--- src/rsl_pkg.sv ---
// Shared types, codes and frame table for the rpm shift light stager.
package rsl_pkg;

    typedef logic [1:0]  func_t;
    typedef logic [2:0]  kind_t;
    typedef logic [15:0] rpm_t;
    typedef logic [7:0]  byte_t;
    typedef logic [2:0]  cfg_index_t;
    typedef logic [15:0] cfg_data_t;

    // Input operation codes.
    localparam func_t FUNC_RPM    = 2'd0;
    localparam func_t FUNC_SYNC   = 2'd1;
    localparam func_t FUNC_DEACT  = 2'd2;
    localparam func_t FUNC_RESET  = 2'd3;

    // Light pattern kinds.
    localparam kind_t KIND_START   = 3'd0;
    localparam kind_t KIND_MID     = 3'd1;
    localparam kind_t KIND_STARTUP = 3'd2;
    localparam kind_t KIND_FLASH   = 3'd3;
    localparam kind_t KIND_OFF     = 3'd4;

    // Configuration register indexes.
    localparam cfg_index_t REG_DEF_START  = 3'd0;
    localparam cfg_index_t REG_DEF_MID    = 3'd1;
    localparam cfg_index_t REG_DEF_MAX    = 3'd2;
    localparam cfg_index_t REG_STARTUP    = 3'd3;
    localparam cfg_index_t REG_OFF_HOLD   = 3'd4;
    localparam cfg_index_t REG_WARM_SYNC  = 3'd5;

    // Configuration reset values.
    localparam rpm_t  RST_DEF_START = 16'd14000;
    localparam rpm_t  RST_DEF_MID   = 16'd16000;
    localparam rpm_t  RST_DEF_MAX   = 16'd18000;
    localparam rpm_t  RST_STARTUP   = 16'd2000;
    localparam byte_t RST_OFF_HOLD  = 8'd10;
    localparam byte_t RST_WARM_SYNC = 8'h88;

    // Redline code scaling: base = max(code*50 - 300, 0) * 4.
    localparam logic [13:0] SYNC_SCALE  = 14'd50;
    localparam logic [13:0] SYNC_OFFSET = 14'd300;
    localparam rpm_t        MID_SPAN    = 16'd2000;
    localparam rpm_t        MAX_SPAN    = 16'd4000;

    // One queued result beat.
    typedef struct packed {
        kind_t kind;
        logic  last;
    } result_t;

    function automatic byte_t frame_byte0_of(input kind_t kind);
        byte_t b;
        case (kind)
            KIND_START:   b = 8'h86;
            KIND_MID:     b = 8'hF6;
            KIND_STARTUP: b = 8'h56;
            KIND_FLASH:   b = 8'h0A;
            KIND_OFF:     b = 8'h05;
            default:      b = 8'h00;
        endcase
        return b;
    endfunction

    function automatic byte_t frame_byte1_of(input kind_t kind);
        byte_t b;
        case (kind)
            KIND_START: b = 8'h3E;
            default:    b = 8'h00;
        endcase
        return b;
    endfunction

endpackage

--- src/rsl_if.sv ---
// Handshake channel interfaces of the rpm shift light stager.
interface rsl_in_if;
    logic             valid;
    logic             ready;
    rsl_pkg::func_t   func;
    rsl_pkg::rpm_t    rpm;
    rsl_pkg::byte_t   sync_byte;

    modport source (output valid, output func, output rpm, output sync_byte, input ready);
    modport sink   (input valid, input func, input rpm, input sync_byte, output ready);
endinterface

interface rsl_out_if;
    logic             valid;
    logic             ready;
    rsl_pkg::kind_t   pattern_kind;
    rsl_pkg::byte_t   frame_byte0;
    rsl_pkg::byte_t   frame_byte1;
    logic             last;

    modport source (output valid, output pattern_kind, output frame_byte0,
                    output frame_byte1, output last, input ready);
    modport sink   (input valid, input pattern_kind, input frame_byte0,
                    input frame_byte1, input last, output ready);
endinterface

interface rsl_cfg_if;
    logic                   valid;
    logic                   ready;
    rsl_pkg::cfg_index_t    index;
    rsl_pkg::cfg_data_t     data;

    modport source (output valid, output index, output data, input ready);
    modport sink   (input valid, input index, input data, output ready);
endinterface

--- src/rpm_shift_light_stager.sv ---
// Top level of the rpm shift light stager: item register, staging logic and result queue.

// The stager turns engine events into shift light frames. Each input beat is
// latched into an item register, where a short block of logic
// evaluates it against the running state and pushes zero, one or two frame
// beats into a four-entry result queue, with the last flag set on the final
// frame of that input. A new input beat is taken every cycle as long as the
// queue has room, so inputs that cause at most one frame run at one beat per
// clock, and a sample that causes both the startup and a band frame puts two
// beats on the frame channel. Configuration writes are taken at any time
// (ready is always high) and should only be made while the block is idle; the
// default thresholds take effect the next time the defaults are restored.
module rpm_shift_light_stager (
    input  logic    clk,
    input  logic    rst_n,
    rsl_in_if.sink  sample,
    rsl_out_if.source frame,
    rsl_cfg_if.sink cfg
);
    import rsl_pkg::*;

    // Configuration registers.
    rpm_t  def_start_reg;
    rpm_t  def_mid_reg;
    rpm_t  def_max_reg;
    rpm_t  startup_thr_reg;
    byte_t off_hold_reg;
    byte_t warm_sync_reg;

    // Running state.
    logic  lights_active_reg, lights_active_next;
    byte_t off_skip_reg, off_skip_next;
    byte_t last_sync_reg, last_sync_next;
    rpm_t  act_start_reg, act_start_next;
    rpm_t  act_mid_reg, act_mid_next;
    rpm_t  act_max_reg, act_max_next;
    logic  started_reg, started_next;
    logic  warm_reg, warm_next;

    // Item register.
    logic  item_valid_reg;
    func_t item_func_reg;
    rpm_t  item_rpm_reg;
    byte_t item_sync_reg;

    // Result queue.
    result_t     queue_reg [4];
    logic [1:0]  wr_ptr_reg;
    logic [1:0]  rd_ptr_reg;
    logic [2:0]  count_reg;

    // Staging results.
    logic [1:0]  n_results;
    kind_t       kind0;
    kind_t       kind1;
    logic        proc_fire;
    logic        pop;
    logic [2:0]  count_sum;

    // Sync scaling.
    logic [13:0] sync_raw;
    logic [13:0] sync_less;
    rpm_t        sync_base;

    assign cfg.ready = 1'b1;

    always_ff @(posedge clk or negedge rst_n)
    begin
        if (!rst_n)
        begin
            def_start_reg   <= RST_DEF_START;
            def_mid_reg     <= RST_DEF_MID;
            def_max_reg     <= RST_DEF_MAX;
            startup_thr_reg <= RST_STARTUP;
            off_hold_reg    <= RST_OFF_HOLD;
            warm_sync_reg   <= RST_WARM_SYNC;
        end
        else if (cfg.valid)
        begin
            case (cfg.index)
                REG_DEF_START: def_start_reg   <= cfg.data;
                REG_DEF_MID:   def_mid_reg     <= cfg.data;
                REG_DEF_MAX:   def_max_reg     <= cfg.data;
                REG_STARTUP:   startup_thr_reg <= cfg.data;
                REG_OFF_HOLD:  off_hold_reg    <= cfg.data[7:0];
                REG_WARM_SYNC: warm_sync_reg   <= cfg.data[7:0];
                default:       ;
            endcase
        end
    end

    // The item register frees up whenever its item is staged this cycle.
    assign sample.ready = !item_valid_reg || proc_fire;

    always_ff @(posedge clk or negedge rst_n)
    begin
        if (!rst_n)
        begin
            item_valid_reg <= 1'b0;
        end
        else if (sample.ready)
        begin
            item_valid_reg <= sample.valid;
        end
    end

    always_ff @(posedge clk)
    begin
        if (sample.valid && sample.ready)
        begin
            item_func_reg <= sample.func;
            item_rpm_reg  <= sample.rpm;
            item_sync_reg <= sample.sync_byte;
        end
    end

    // A redline code maps to a base threshold, floored at zero for small codes.
    assign sync_raw  = 14'(item_sync_reg) * SYNC_SCALE;
    assign sync_less = sync_raw - SYNC_OFFSET;
    assign sync_base = (sync_raw >= SYNC_OFFSET) ? {sync_less, 2'b00} : '0;

    always_comb
    begin
        logic  startup;
        logic  have_band;
        kind_t band_kind;

        lights_active_next = lights_active_reg;
        off_skip_next      = off_skip_reg;
        last_sync_next     = last_sync_reg;
        act_start_next     = act_start_reg;
        act_mid_next       = act_mid_reg;
        act_max_next       = act_max_reg;
        started_next       = started_reg;
        warm_next          = warm_reg;
        startup            = 1'b0;
        have_band          = 1'b0;
        band_kind          = KIND_OFF;

        case (item_func_reg)
            FUNC_RPM:
            begin
                if (!started_reg && item_rpm_reg > startup_thr_reg)
                begin
                    startup            = 1'b1;
                    started_next       = 1'b1;
                    lights_active_next = 1'b1;
                    off_skip_next      = off_hold_reg;
                end
                // Bands are tested low to high, so a tie lands in the lower band.
                if (item_rpm_reg >= act_start_reg && item_rpm_reg <= act_mid_reg)
                begin
                    have_band          = 1'b1;
                    band_kind          = KIND_START;
                    lights_active_next = 1'b1;
                end
                else if (item_rpm_reg >= act_mid_reg && item_rpm_reg <= act_max_reg)
                begin
                    have_band          = 1'b1;
                    band_kind          = KIND_MID;
                    lights_active_next = 1'b1;
                end
                else if (item_rpm_reg >= act_max_reg)
                begin
                    have_band          = 1'b1;
                    band_kind          = KIND_FLASH;
                    lights_active_next = 1'b1;
                end
                else if (lights_active_next)
                begin
                    if (off_skip_next == '0)
                    begin
                        have_band          = 1'b1;
                        band_kind          = KIND_OFF;
                        lights_active_next = 1'b0;
                    end
                    else
                    begin
                        off_skip_next = off_skip_next - 8'd1;
                    end
                end
            end
            FUNC_SYNC:
            begin
                if (!warm_reg)
                begin
                    if (item_sync_reg != last_sync_reg)
                    begin
                        act_start_next = sync_base;
                        act_mid_next   = sync_base + MID_SPAN;
                        act_max_next   = sync_base + MAX_SPAN;
                        last_sync_next = item_sync_reg;
                        if (item_sync_reg == warm_sync_reg)
                        begin
                            warm_next = 1'b1;
                        end
                    end
                end
                else if (act_start_reg != def_start_reg)
                begin
                    act_start_next = def_start_reg;
                    act_mid_next   = def_mid_reg;
                    act_max_next   = def_max_reg;
                end
            end
            FUNC_DEACT:
            begin
                if (lights_active_reg)
                begin
                    if (off_skip_reg == '0)
                    begin
                        have_band          = 1'b1;
                        band_kind          = KIND_OFF;
                        lights_active_next = 1'b0;
                    end
                    else
                    begin
                        off_skip_next = off_skip_reg - 8'd1;
                    end
                end
            end
            FUNC_RESET:
            begin
                // Engine started is kept across a runtime reset.
                lights_active_next = 1'b0;
                warm_next          = 1'b0;
                off_skip_next      = '0;
                last_sync_next     = '0;
                act_start_next     = def_start_reg;
                act_mid_next       = def_mid_reg;
                act_max_next       = def_max_reg;
            end
            default:
            begin
            end
        endcase

        n_results = {1'b0, startup} + {1'b0, have_band};
        kind0     = startup ? KIND_STARTUP : band_kind;
        kind1     = band_kind;
    end

    // Stage an item only when the queue can hold all of its frames.
    assign count_sum = count_reg + {1'b0, n_results};
    assign proc_fire = item_valid_reg && (count_sum <= 3'd4);
    assign pop       = frame.valid && frame.ready;

    always_ff @(posedge clk or negedge rst_n)
    begin
        if (!rst_n)
        begin
            lights_active_reg <= 1'b0;
            off_skip_reg      <= '0;
            last_sync_reg     <= '0;
            act_start_reg     <= RST_DEF_START;
            act_mid_reg       <= RST_DEF_MID;
            act_max_reg       <= RST_DEF_MAX;
            started_reg       <= 1'b0;
            warm_reg          <= 1'b0;
        end
        else if (proc_fire)
        begin
            lights_active_reg <= lights_active_next;
            off_skip_reg      <= off_skip_next;
            last_sync_reg     <= last_sync_next;
            act_start_reg     <= act_start_next;
            act_mid_reg       <= act_mid_next;
            act_max_reg       <= act_max_next;
            started_reg       <= started_next;
            warm_reg          <= warm_next;
        end
    end

    // Result queue pointers and fill count.
    always_ff @(posedge clk or negedge rst_n)
    begin
        if (!rst_n)
        begin
            wr_ptr_reg <= '0;
            rd_ptr_reg <= '0;
            count_reg  <= '0;
        end
        else
        begin
            if (proc_fire)
            begin
                wr_ptr_reg <= wr_ptr_reg + n_results;
            end
            if (pop)
            begin
                rd_ptr_reg <= rd_ptr_reg + 2'd1;
            end
            count_reg <= (proc_fire ? count_sum : count_reg) - {2'b00, pop};
        end
    end

    always_ff @(posedge clk)
    begin
        if (proc_fire && n_results != 2'd0)
        begin
            queue_reg[wr_ptr_reg] <= '{kind: kind0, last: (n_results == 2'd1)};
        end
        if (proc_fire && n_results == 2'd2)
        begin
            queue_reg[wr_ptr_reg + 2'd1] <= '{kind: kind1, last: 1'b1};
        end
    end

    assign frame.valid        = (count_reg != '0);
    assign frame.pattern_kind = queue_reg[rd_ptr_reg].kind;
    assign frame.frame_byte0  = frame_byte0_of(queue_reg[rd_ptr_reg].kind);
    assign frame.frame_byte1  = frame_byte1_of(queue_reg[rd_ptr_reg].kind);
    assign frame.last         = queue_reg[rd_ptr_reg].last;

endmodule
--- src/flat_wrapper.sv ---
// flat-port wrapper written by rule: the top's interface ports become plain ports
module rpm_shift_light_stager_flat import rsl_pkg::*;
  (clk, rst_n, sample_valid, sample_func, sample_rpm, sample_sync_byte, sample_ready, frame_valid, frame_pattern_kind, frame_frame_byte0, frame_frame_byte1, frame_last, frame_ready, cfg_valid, cfg_index, cfg_data, cfg_ready);
  rsl_in_if sample_i ();
  rsl_out_if frame_i ();
  rsl_cfg_if cfg_i ();
  input  logic clk;
  input  logic rst_n;
  input wire logic [$bits(sample_i.valid)-1:0] sample_valid;
  input wire logic [$bits(sample_i.func)-1:0] sample_func;
  input wire logic [$bits(sample_i.rpm)-1:0] sample_rpm;
  input wire logic [$bits(sample_i.sync_byte)-1:0] sample_sync_byte;
  output wire logic [$bits(sample_i.ready)-1:0] sample_ready;
  output wire logic [$bits(frame_i.valid)-1:0] frame_valid;
  output wire logic [$bits(frame_i.pattern_kind)-1:0] frame_pattern_kind;
  output wire logic [$bits(frame_i.frame_byte0)-1:0] frame_frame_byte0;
  output wire logic [$bits(frame_i.frame_byte1)-1:0] frame_frame_byte1;
  output wire logic [$bits(frame_i.last)-1:0] frame_last;
  input wire logic [$bits(frame_i.ready)-1:0] frame_ready;
  input wire logic [$bits(cfg_i.valid)-1:0] cfg_valid;
  input wire logic [$bits(cfg_i.index)-1:0] cfg_index;
  input wire logic [$bits(cfg_i.data)-1:0] cfg_data;
  output wire logic [$bits(cfg_i.ready)-1:0] cfg_ready;
  assign sample_i.valid = sample_valid;
  assign sample_i.func = sample_func;
  assign sample_i.rpm = sample_rpm;
  assign sample_i.sync_byte = sample_sync_byte;
  assign sample_ready = sample_i.ready;
  assign frame_valid = frame_i.valid;
  assign frame_pattern_kind = frame_i.pattern_kind;
  assign frame_frame_byte0 = frame_i.frame_byte0;
  assign frame_frame_byte1 = frame_i.frame_byte1;
  assign frame_last = frame_i.last;
  assign frame_i.ready = frame_ready;
  assign cfg_i.valid = cfg_valid;
  assign cfg_i.index = cfg_index;
  assign cfg_i.data = cfg_data;
  assign cfg_ready = cfg_i.ready;
  rpm_shift_light_stager u_core (.clk(clk), .rst_n(rst_n), .sample(sample_i), .frame(frame_i), .cfg(cfg_i));
endmodule
--- config.mk ---
export PLATFORM = sky130hd
export DESIGN_NAME = rpm_shift_light_stager_flat
export DESIGN_NICKNAME = d
export VERILOG_FILES = /design/src/rsl_pkg.sv /design/src/rsl_if.sv /design/src/rpm_shift_light_stager.sv /design/src/flat_wrapper.sv
export SDC_FILE = /design/constraint.sdc
export NUM_CORES = 1
export LEC_CHECK = 0
export BUFFER_PORTS_ARGS = -buffer_cell sky130_fd_sc_hd__buf_2
export CORE_MARGIN = 2
export CORE_UTILIZATION = 45
export CTS_BUF_LIST = sky130_fd_sc_hd__clkbuf_8
export DETAILED_ROUTE_END_ITERATION = 8
export PLACE_DENSITY = 0.74
export SLEW_MARGIN = 30
export SYNTH_ARGS = -nofsm -noshare
export SYNTH_HDL_FRONTEND = slang
export SYNTH_SLANG_ARGS = --single-unit
--- constraint.sdc ---
create_clock -name clk -period 6.5 [get_ports clk]
set_input_delay 0.65 -clock clk [delete_from_list [all_inputs] [get_ports clk]]
set_output_delay 0.65 -clock clk [all_outputs]
set_load 0.05 [all_outputs]
Yosys cells after proc, flatten, opt, wreduce, memory -nomap -nowiden
Memories as Yosys holds them, arrays and structs flattened.
Cells that the tools add are included.
- eq/ne operators: 23
- bitwise logic cells: 0
- order comparisons: 8
- div/mod/pow operators: 0
- reductions and logical operators: 32
- add/sub/neg operators: 11
- $mul: 1
- shift operators: 0
- muxes and demuxes: 62
- operators by type and width (operator ; count):
    16-bit 2-to-1 mux ; 10
    16-bit one-hot mux with 2 select lines ; 3
    8-bit 2-to-1 mux ; 11
    16-bit greater-or-equal comparator ; 3
    8-bit one-hot mux with 5 select lines ; 1
    16-bit less-or-equal comparator ; 2
    1-bit 2-to-1 mux ; 25
    8-bit one-hot mux with 3 select lines ; 1
    3-bit 2-to-1 mux ; 6
    16-bit by 11-bit adder with 16-bit output, second input constant ; 1
    16-bit by 12-bit adder with 16-bit output, second input constant ; 1
    16-bit > comparator ; 1
    8-bit zero test ; 2
    16-bit inequality test ; 1
    8-bit one-hot mux with 2 select lines ; 1
    2-bit AND reduction ; 8
    8-bit by 1-bit subtractor with 8-bit output, second input constant ; 2
    14-bit by 9-bit greater-or-equal comparator with 1-bit output, second input constant ; 1
    14-bit by 9-bit subtractor with 14-bit output, second input constant ; 1
    8-bit by 5-bit multiplier with 13-bit output, second input constant ; 1
    3-bit by 2-bit equality test with 1-bit output, second input constant ; 4
    4-bit AND reduction ; 3
    3-bit equality test, second input constant ; 3
    8-bit equality test ; 1
    other kinds (25) ; 44
- register bits: 181
- bits in read-only memories: 0
- memories kept: 1
- word-level logic and storage cells: 159
- input port bits: 50
- bits in latches: 0
- output and inout port bits: 23
- memory bits (writable): 16
- memories (name ; words ; width ; rd ports ; clocked after memory_dff ; write ports ; RTL line ; source):
    u_core.queue_reg ; 4 ; 4 ; 1 ; 0 ; 2 ; rpm_shift_light_stager.sv:47 ; result_t queue_reg [4];

Logic depth before layout (Yosys ltp)
Gate-level depths: netlist (run 1).
- depth in word-level cells: 18
- gate-level depth with buffers: 26
- mapped depth without buffers: 24

Worst setup path after synthesis (run 1)
Ideal clock, no wire load.
- path type: register -> register
- start: reg u_core.startup_thr_reg[7]
- end: reg u_core.item_func_reg[0], enable pin
- data required time: 6115 ps
- path slack: 821 ps
- buffers on the path: 1
- cell stages (with the launch flop): 21
- clock period less this slack: 5679 ps
- library setup time: 385 ps
- arrival: 5294 ps
- cells stage by stage: dfstp_2 > inv_1 > ha_1 > nand4_1 > nor3_1 > a221oi_1 > o22ai_1 > buf_2 > mux2i_1 > ha_1 > nand3_1 > mux2i_1 > nor4_1 > nor3_1 > ha_1 > ha_1 > inv_1 > fa_1 > nand2b_1 > nand3_1 > and2_1
- longest elaborated chain between the ends: 17
- elaborated cells between the ends (all ways): 21
- those cells by class: add/sub (2); order compare (2); mux (12); reduce/logical (5)
- ends and longest elaborated chain (what ; RTL line ; source):
    start: declaration ; rpm_shift_light_stager.sv:26 ; rpm_t startup_thr_reg;
    start signal: assignment ; rpm_shift_light_stager.sv:84 ; REG_STARTUP: startup_thr_reg <= cfg.data;
    16-bit > comparator (*) ; rpm_shift_light_stager.sv:143 ; if (!started_reg && item_rpm_reg > startup_thr_reg)
    1-bit logical AND (*) ; rpm_shift_light_stager.sv:143 ;
    8-bit 2-to-1 mux ; rpm_shift_light_stager.sv:143 ;
    8-bit 2-to-1 mux ; rpm_shift_light_stager.sv:140 ; case (item_func_reg)
    8-bit zero test ; rpm_shift_light_stager.sv:171 ; if (off_skip_next == '0)
    1-bit 2-to-1 mux ; rpm_shift_light_stager.sv:171 ;
    1-bit 2-to-1 mux ; rpm_shift_light_stager.sv:169 ; else if (lights_active_next)
    1-bit 2-to-1 mux ; rpm_shift_light_stager.sv:163 ; else if (item_rpm_reg >= act_max_reg)
    [... 2 more ...] ; - ;
    1-bit one-hot mux with 2 select lines ; rpm_shift_light_stager.sv:140 ;
    1-bit by 1-bit adder with 2-bit output (*) ; rpm_shift_light_stager.sv:238 ; n_results = {1'b0, startup} + {1'b0, have_band};
    3-bit by 2-bit adder with 3-bit output (*) ; rpm_shift_light_stager.sv:244 ; assign count_sum = count_reg + {1'b0, n_results};
    3-bit less-or-equal comparator (*) ; rpm_shift_light_stager.sv:245 ; assign proc_fire = item_valid_reg && (count_sum <= 3'd4);
    1-bit logical AND (*) ; rpm_shift_light_stager.sv:245 ;
    1-bit logical OR (*) ; rpm_shift_light_stager.sv:93 ; assign sample.ready = !item_valid_reg || proc_fire;
    named net sample_ready ; flat_wrapper.sv:13 ; output wire logic [$bits(sample_i.ready)-1:0] sample_ready;
    1-bit logical AND (*) ; rpm_shift_light_stager.sv:109 ; if (sample.valid && sample.ready)
    end signal: assignment ; rpm_shift_light_stager.sv:111 ; item_func_reg <= sample.func;
    end: declaration ; rpm_shift_light_stager.sv:42 ; func_t item_func_reg;
The timed path passes the listed nets; every way through them passes the cells marked *. The select of a mux whose other input is x is not followed.
A chain may end at the register's enable or synchronous reset.

Final worst setup path (run 1)
- start: reg u_core.item_rpm_reg[2]
- end: out sample_ready
- longest elaborated chain between the ends: 16
- elaborated cells between the ends (all ways): 27
- those cells by class: add/sub (2); order compare (7); mux (12); reduce/logical (6)
- ends and longest elaborated chain (what ; RTL line ; source):
    start: declaration ; rpm_shift_light_stager.sv:43 ; rpm_t item_rpm_reg;
    start signal: assignment ; rpm_shift_light_stager.sv:112 ; item_rpm_reg <= sample.rpm;
    16-bit > comparator ; rpm_shift_light_stager.sv:143 ;
    1-bit logical AND ; rpm_shift_light_stager.sv:143 ;
    8-bit 2-to-1 mux ; rpm_shift_light_stager.sv:143 ;
    8-bit 2-to-1 mux ; rpm_shift_light_stager.sv:140 ;
    8-bit zero test ; rpm_shift_light_stager.sv:171 ;
    1-bit 2-to-1 mux ; rpm_shift_light_stager.sv:171 ;
    1-bit 2-to-1 mux ; rpm_shift_light_stager.sv:169 ;
    1-bit 2-to-1 mux ; rpm_shift_light_stager.sv:163 ;
    1-bit 2-to-1 mux ; rpm_shift_light_stager.sv:157 ; else if (item_rpm_reg >= act_mid_reg && item_rpm_reg <= act_max_reg)
    1-bit 2-to-1 mux ; rpm_shift_light_stager.sv:151 ; if (item_rpm_reg >= act_start_reg && item_rpm_reg <= act_mid_reg)
    1-bit one-hot mux with 2 select lines ; rpm_shift_light_stager.sv:140 ;
    1-bit by 1-bit adder with 2-bit output (*) ; rpm_shift_light_stager.sv:238 ;
    3-bit by 2-bit adder with 3-bit output (*) ; rpm_shift_light_stager.sv:244 ;
    3-bit less-or-equal comparator (*) ; rpm_shift_light_stager.sv:245 ;
    1-bit logical AND (*) ; rpm_shift_light_stager.sv:245 ;
    1-bit logical OR (*) ; rpm_shift_light_stager.sv:93 ;
    end: declaration ; flat_wrapper.sv:13 ;
Every way passes the cells marked *; elsewhere a longest branch is shown, timed or not. The select of a mux whose other input is x is not followed.

==> results of run 1 <==
==> final cells by class <==
class / count / area share [%]
Inverter: 109 / 3.03
Clock inverter: 15 / 1.55
Tap cell: 341 / 3.16
Clock buffer: 17 / 1.73
Multi-Input combinational cell: 879 / 48.9
Timing Repair Buffer: 82 / 3.45
Sequential cell: 197 / 38.1
==> routing by layer <==
layer / global-route usage [%] / vias to the layer above / routed length [µm]
li1: - / 4498 / -
met5: 0 / - / 0
met3: 3.40 / 57 / 1520
met1: 30.0 / 4651 / 14200
met2: 35.9 / 277 / 14700
met4: 7.13 / 0 / 773
==> worst max path at each step <==
stage                                                      from                                   to  slack [ns]
after floorplan           u_core.startup_thr_reg[7]$_DFFE_PN1P_    u_core.item_func_reg[0]$_DFFE_PP_        0.82
after global placement        u_core.item_rpm_reg[15]$_DFFE_PP_    u_core.act_max_reg[3]$_DFFE_PN0P_        0.81
after detailed placement       u_core.item_rpm_reg[2]$_DFFE_PP_  u_core.act_start_reg[3]$_DFFE_PN0P_        0.57
after CTS                      u_core.item_rpm_reg[2]$_DFFE_PP_                         sample_ready        0.48
after global routing          u_core.item_rpm_reg[14]$_DFFE_PP_                         sample_ready        0.05
final                          u_core.item_rpm_reg[2]$_DFFE_PP_                         sample_ready        0.40
==> metrics by stage <==
| step | setup slack, ns | cell area, µm² | utilization [%] |
|---|---|---|---|
| after detailed placement | 0.569 | 13000 | 48.4 |
| after global placement | 0.807 | 13000 | 48.4 |
| after CTS | 0.480 | 13500 | 50.0 |
| after floorplan | 0.821 | 12400 | - |
| final | 0.400 | 13500 | 50.2 |
| after global routing | 0.0511 | 13500 | 50.2 |
==> Yosys cell counts (5+ instances only) <==
cell | instances | area (µm²)
nand2_1 | 114 | 428
dfrtp_1 | 109 | 2730
inv_1 | 108 | 405
ha_1 | 107 | 1340
mux2_2 | 83 | 935
a21oi_1 | 79 | 395
nor2_1 | 61 | 229
o21ai_0 | 53 | 265
dfstp_2 | 46 | 1210
edfxtp_1 | 38 | 1140
xor2_1 | 36 | 315
xnor2_1 | 34 | 298
clkbuf_1 | 32 | 120
nor3_1 | 26 | 130
nand4_1 | 22 | 138
a211oi_1 | 21 | 158
o21ai_1 | 18 | 90.1
mux2i_1 | 17 | 170
nand3_1 | 17 | 85.1
a221oi_1 | 14 | 123
buf_2 | 12 | 60.1
nand2b_1 | 12 | 75.1
nor4_1 | 12 | 75.1
and3_1 | 10 | 62.6
or3_1 | 10 | 62.6
buf_4 | 9 | 67.6
a21o_1 | 8 | 60.1
a31oi_1 | 8 | 50.1
o21a_1 | 8 | 60.1
a22oi_1 | 7 | 52.6
and2_1 | 7 | 43.8
nor2b_1 | 7 | 43.8
o31ai_1 | 7 | 52.6
or2_1 | 5 | 31.3
==> timing repair <==
item,in CTS,in global routing
setup endpoints to repair,0,16
resized for setup,0,4
hold buffers,0,0
==> cell families after synthesis <==
group | Yosys count | synth area share [%]
AO/OA/AOI/OAI | 268 | 13.9
flip-flops | 197 | 41.7
buffers and inverters | 167 | 5.52
multiplexers | 104 | 9.65
other | 2 | 0.0607
adder cells (fa/ha/maj) | 111 | 11.5
XOR/XNOR | 71 | 5.15
AND/OR/NAND/NOR | 321 | 12.6
==> worst max-delay path: stages, from the launching register on <==
cell      delay (ns)
edfxtp_1        0.49
ha_1            0.37
a21oi_1         0.17
o221ai_1        0.21
a221oi_1        0.44
o22ai_2         0.19
mux2i_1         0.32
ha_1            0.26
nand3_1         0.14
mux2i_1         0.25
nor4_1          0.07
nor3_1          0.34
ha_1            0.32
ha_1            0.18
inv_1           0.05
fa_1            0.41
xnor2_1         0.25
nand3_1         0.20
buf_2           0.26
==> flow_summary.yaml, run 1 <==
outcome:
  status: "finished clean"
cells_and_area:
  drive_gt1_share_pct: 20.9
  num-fill-cells: 2423
  finalNetCount: 1447
  number_of_antenna_diodes: 0
  layout.cells.most_common_list: "nand2_1 (114), dfrtp_1 (109), inv_1 (108), ha_1 (107), mux2_2 (83)"
  layout-area-overhead-vs-synth_pct: 9.25
  layout_commonest_cell: "nand2_1"
  seq_area_um2: 5160
  stdcell_count: 1640
  multiInputGateArea_um2: 6620
timing:
  fmax_mhz: 164
  rsz0062_at_grt: "no"
  fin_crit_ns: 6.10
  setup_violations: 0
  worst_hold_slack_ns: 0.205
  relSlewSlack_pct: 43.8
  final-max-slew-violation-count: 0
  clock-skew-final_ns: 0.0324
  max_slew.worst_pin.slew_ns: 0.841
  finalCritPeriodShare_pct: 93.9
  timing.final.hold_violations: 0
  fin_tns_setup_ns: 0
logic_synthesis:
  synth-async-reset-ratio_pct: 78.7
  syn-cell-area_um2: 12400
  yosysUniqueCellTypes: 74
  yosysWarnings: 0
  postSynthRegisterBits: 197
  synth_edf_count: 38
  ys_dominant_reg_cell: "dfrtp_1"
  synthesis.instances: 1241
  synth_sequential_area_ratio_pct: 41.7
  synthesis.area_per_instance_um2: 9.97
floorplan:
  floorplan.die.height_um: 170
  io_pins: 73
  fp.coreArea_um2: 27000
  placementRows: 60
  initial_utilization_pct: 45.9
  dieWidth_um: 170
  die_area_um2: 28800
routing:
  detail_route.wl_per_cell_um: 19.0
  final_antenna_net_count: 0
  route.vias.total: 9483
  detail_route.vias_per_cell: 5.78
  drt_iter0_drc: 721
  wl_um: 31100
  post-route-drc-count: 0
  first_pass_iters: 5
grt:
  overflow: 0
  grt_max_degree: 97
  first_global_vias: 9203
  grt_pass1_wl_um: 49400
  grt_util_all_layers_pct: 22.0
  antenna_found_initial: 0
cts:
  numCtsBuffers: 17
  clock_sink_count: 197
  worst_case_clock_buffer_depth: 2
  htreeDepth: 4
  clkLatencyLatePin_ns: 0.49
  clock-root-buffer: "clkbuf_8"
  post_cts_setup_buffer_count: 0
  clkTransAtPathRegs_ns: 0.13
  tritoncts_clock_tree: "built"
job:
  timing.max_cap.violations: 0
setup_path:
  rr_startpoint: "u_core.item_rpm_reg[2]$_DFFE_PP_"
  worst_path_arrival_ns: 5.45
  critical_path.startpoint_type: "flip-flop"
  r2r-end: "u_core.queue_reg[0][2]$_DFFE_PP_"
  crit_type: "reg -> out"
  timing.critical_path.to_type: "output pin"
  critPathMaxFanout: 6
  rrSetupSlack_ns: 0.54
  ff2ff_path_depth: 23
  critical_path_required_ns: 5.85
place:
  placed_cells: 1608
  gp_congestion: 0.914
  hpwl_um: 23700
  portBuffers: 68
hold_path:
  timing.hold.worst.class: "in -> async"
Power of run 1 is left out: the tool's default activity adds up to more than one toggle a clock period on the data nets, which glitch-free logic cannot reach.
==> run 2, diff against run 1 <==
Clock period 6.5 ns to 7 ns, I/O delays scaled along.
==> run 2 against run 1 <==
Worst hold slack improved by 0.030 ns. Largest cell class unchanged. Core utilization shrank 0.12 points. Clock-buffer cell count unchanged. Sequential share of layout area increased by 0.092 points.
==> flow_summary.yaml, run 2 (synthesis results as in run 1) <==
timing:
  finalCritPeriodShare_pct: 92.8
  final-max-slew-violation-count: 0
  fin_tns_setup_ns: 0
  fin_crit_ns: 6.50
  max_slew.worst_pin.slew_ns: 0.948
  fmax_mhz: 154
  timing.final.hold_violations: 0
  clock-skew-final_ns: 0.0186
  relSlewSlack_pct: 36.7
  rsz0062_at_grt: "no"
  setup_violations: 0
grt:
  grt_pass1_wl_um: 49200
  grt_max_degree: 81
  grt_util_all_layers_pct: 21.9
  first_global_vias: 9168
  antenna_found_initial: 0
  overflow: 0
cells_and_area:
  stdcell_count: 1641
  drive_gt1_share_pct: 20.5
  layout.cells.most_common_list: "nand2_1 (114), dfrtp_1 (109), inv_1 (108), ha_1 (107), mux2_2 (83)"
  finalNetCount: 1448
  layout-area-overhead-vs-synth_pct: 8.99
  multiInputGateArea_um2: 6600
  seq_area_um2: 5160
  number_of_antenna_diodes: 0
  num-fill-cells: 2400
  layout_commonest_cell: "nand2_1"
floorplan:
  fp.coreArea_um2: 27000
  io_pins: 73
  die_area_um2: 28800
  placementRows: 60
  floorplan.die.height_um: 170
  dieWidth_um: 170
  initial_utilization_pct: 45.9
cts:
  postCtsResizedCells: 0
  holdBufCountCts: 0
  post_cts_setup_buffer_count: 0
  clock-root-buffer: "clkbuf_8"
  htreeDepth: 4
  worst_case_clock_buffer_depth: 2
  clkTransAtPathRegs_ns: 0.11
  clkLatencyLatePin_ns: 0.47
  clock_sink_count: 197
  tritoncts_clock_tree: "built"
  numCtsBuffers: 17
setup_path:
  timing.critical_path.to_type: "flip-flop"
  critical_path_required_ns: 7.40
  rr_startpoint: "u_core.startup_thr_reg[10]$_DFFE_PN1P_"
  worst_path_arrival_ns: 6.89
  crit_type: "reg -> reg"
  critPathMaxFanout: 23
  critical_path.startpoint_type: "flip-flop"
  critical_path.startpoint: "u_core.startup_thr_reg[10]$_DFFE_PN1P_"
routing:
  route.vias.total: 9451
  wl_um: 30800
  post-route-drc-count: 0
  first_pass_iters: 5
  detail_route.wl_per_cell_um: 18.8
  detail_route.vias_per_cell: 5.76
  final_antenna_net_count: 0
  drt_iter0_drc: 869
place:
  placed_cells: 1609
  portBuffers: 68
  gp_congestion: 0.881
  hpwl_um: 23600
outcome:
  status: "finished clean"
hold_path:
  timing.hold.worst.class: "in -> async"
job:
  timing.max_cap.violations: 0
-- run 2: cell types whose count changed in the layout (fill, tap and decap cells not counted), sizes merged --
cell	change
bufinv	+2
buf	+2
clkinv	-2
clkbuf	-1
inv	-1
clkinvlp	+1
-- run 2: layout make-up --
cell class,count,area share (%)
tap,341,3.16
timing repair buffer,83,3.52
inverter,109,3.03
clock buffer,17,1.73
multi-input combinational,879,49.0
clock inverter,15,1.35
sequential,197,38.2
-- run 2: worst paths after layout --
check,to,slack [ns],cells past startpoint
max,u_core.act_start_reg[13]$_DFFE_PN1P_,0.50,25
min,u_core.startup_thr_reg[13]$_DFFE_PN0P_,0.23,1
max reg2reg,u_core.act_start_reg[13]$_DFFE_PN1P_,0.50,25
min reg2reg,u_core.act_max_reg[10]$_DFFE_PN1P_,0.48,2
max in group asynchronous,u_core.act_max_reg[3]$_DFFE_PN0P_,5.61,2
min in group clk,u_core.item_rpm_reg[13]$_DFFE_PP_,0.40,1
-- run 2: metrics by stage --
stage                     util [%]  hold WS (ns)  area, µm²  worst slack [ns]
after floorplan                  -         0.404      12400              1.32
after global placement        48.3         0.451      13000             0.903
after detailed placement      48.4         0.462      13100             0.661
after CTS                     50.0         0.248      13500             0.633
after global routing          50.1         0.271      13500            0.0580
final                         50.1         0.235      13500             0.504
-- run 2: critical path: stages, from the launching register on --
cell and delay (ns):
dfstp_2 0.54, inv_1 0.04, ha_1 0.31, nand4_1 0.16, o41ai_1 0.64, or2_1 0.24
o22ai_4 0.19, mux2i_1 0.36, ha_1 0.26, nand3_1 0.15, mux2i_1 0.25, nor4_1 0.07
nor3_1 0.38, ha_1 0.32, ha_1 0.18, inv_1 0.05, fa_1 0.50, nand2b_1 0.10
nand2_1 0.08, nand2_1 0.10, nor2_1 0.34, o311ai_4 0.37, buf_4 0.30, buf_4 0.21
a211oi_1 0.20, a21oi_1 0.07
-- run 2: metal layers --
metal / GRT usage (%) / up-vias / wire length [µm]
li1: - / 4516 / -
met1: 30.9 / 4619 / 14700
met2: 36.0 / 274 / 14200
met3: 2.79 / 42 / 1370
met4: 5.54 / 0 / 581
met5: 0 / - / 0
Power of run 2 is left out for the same reason.
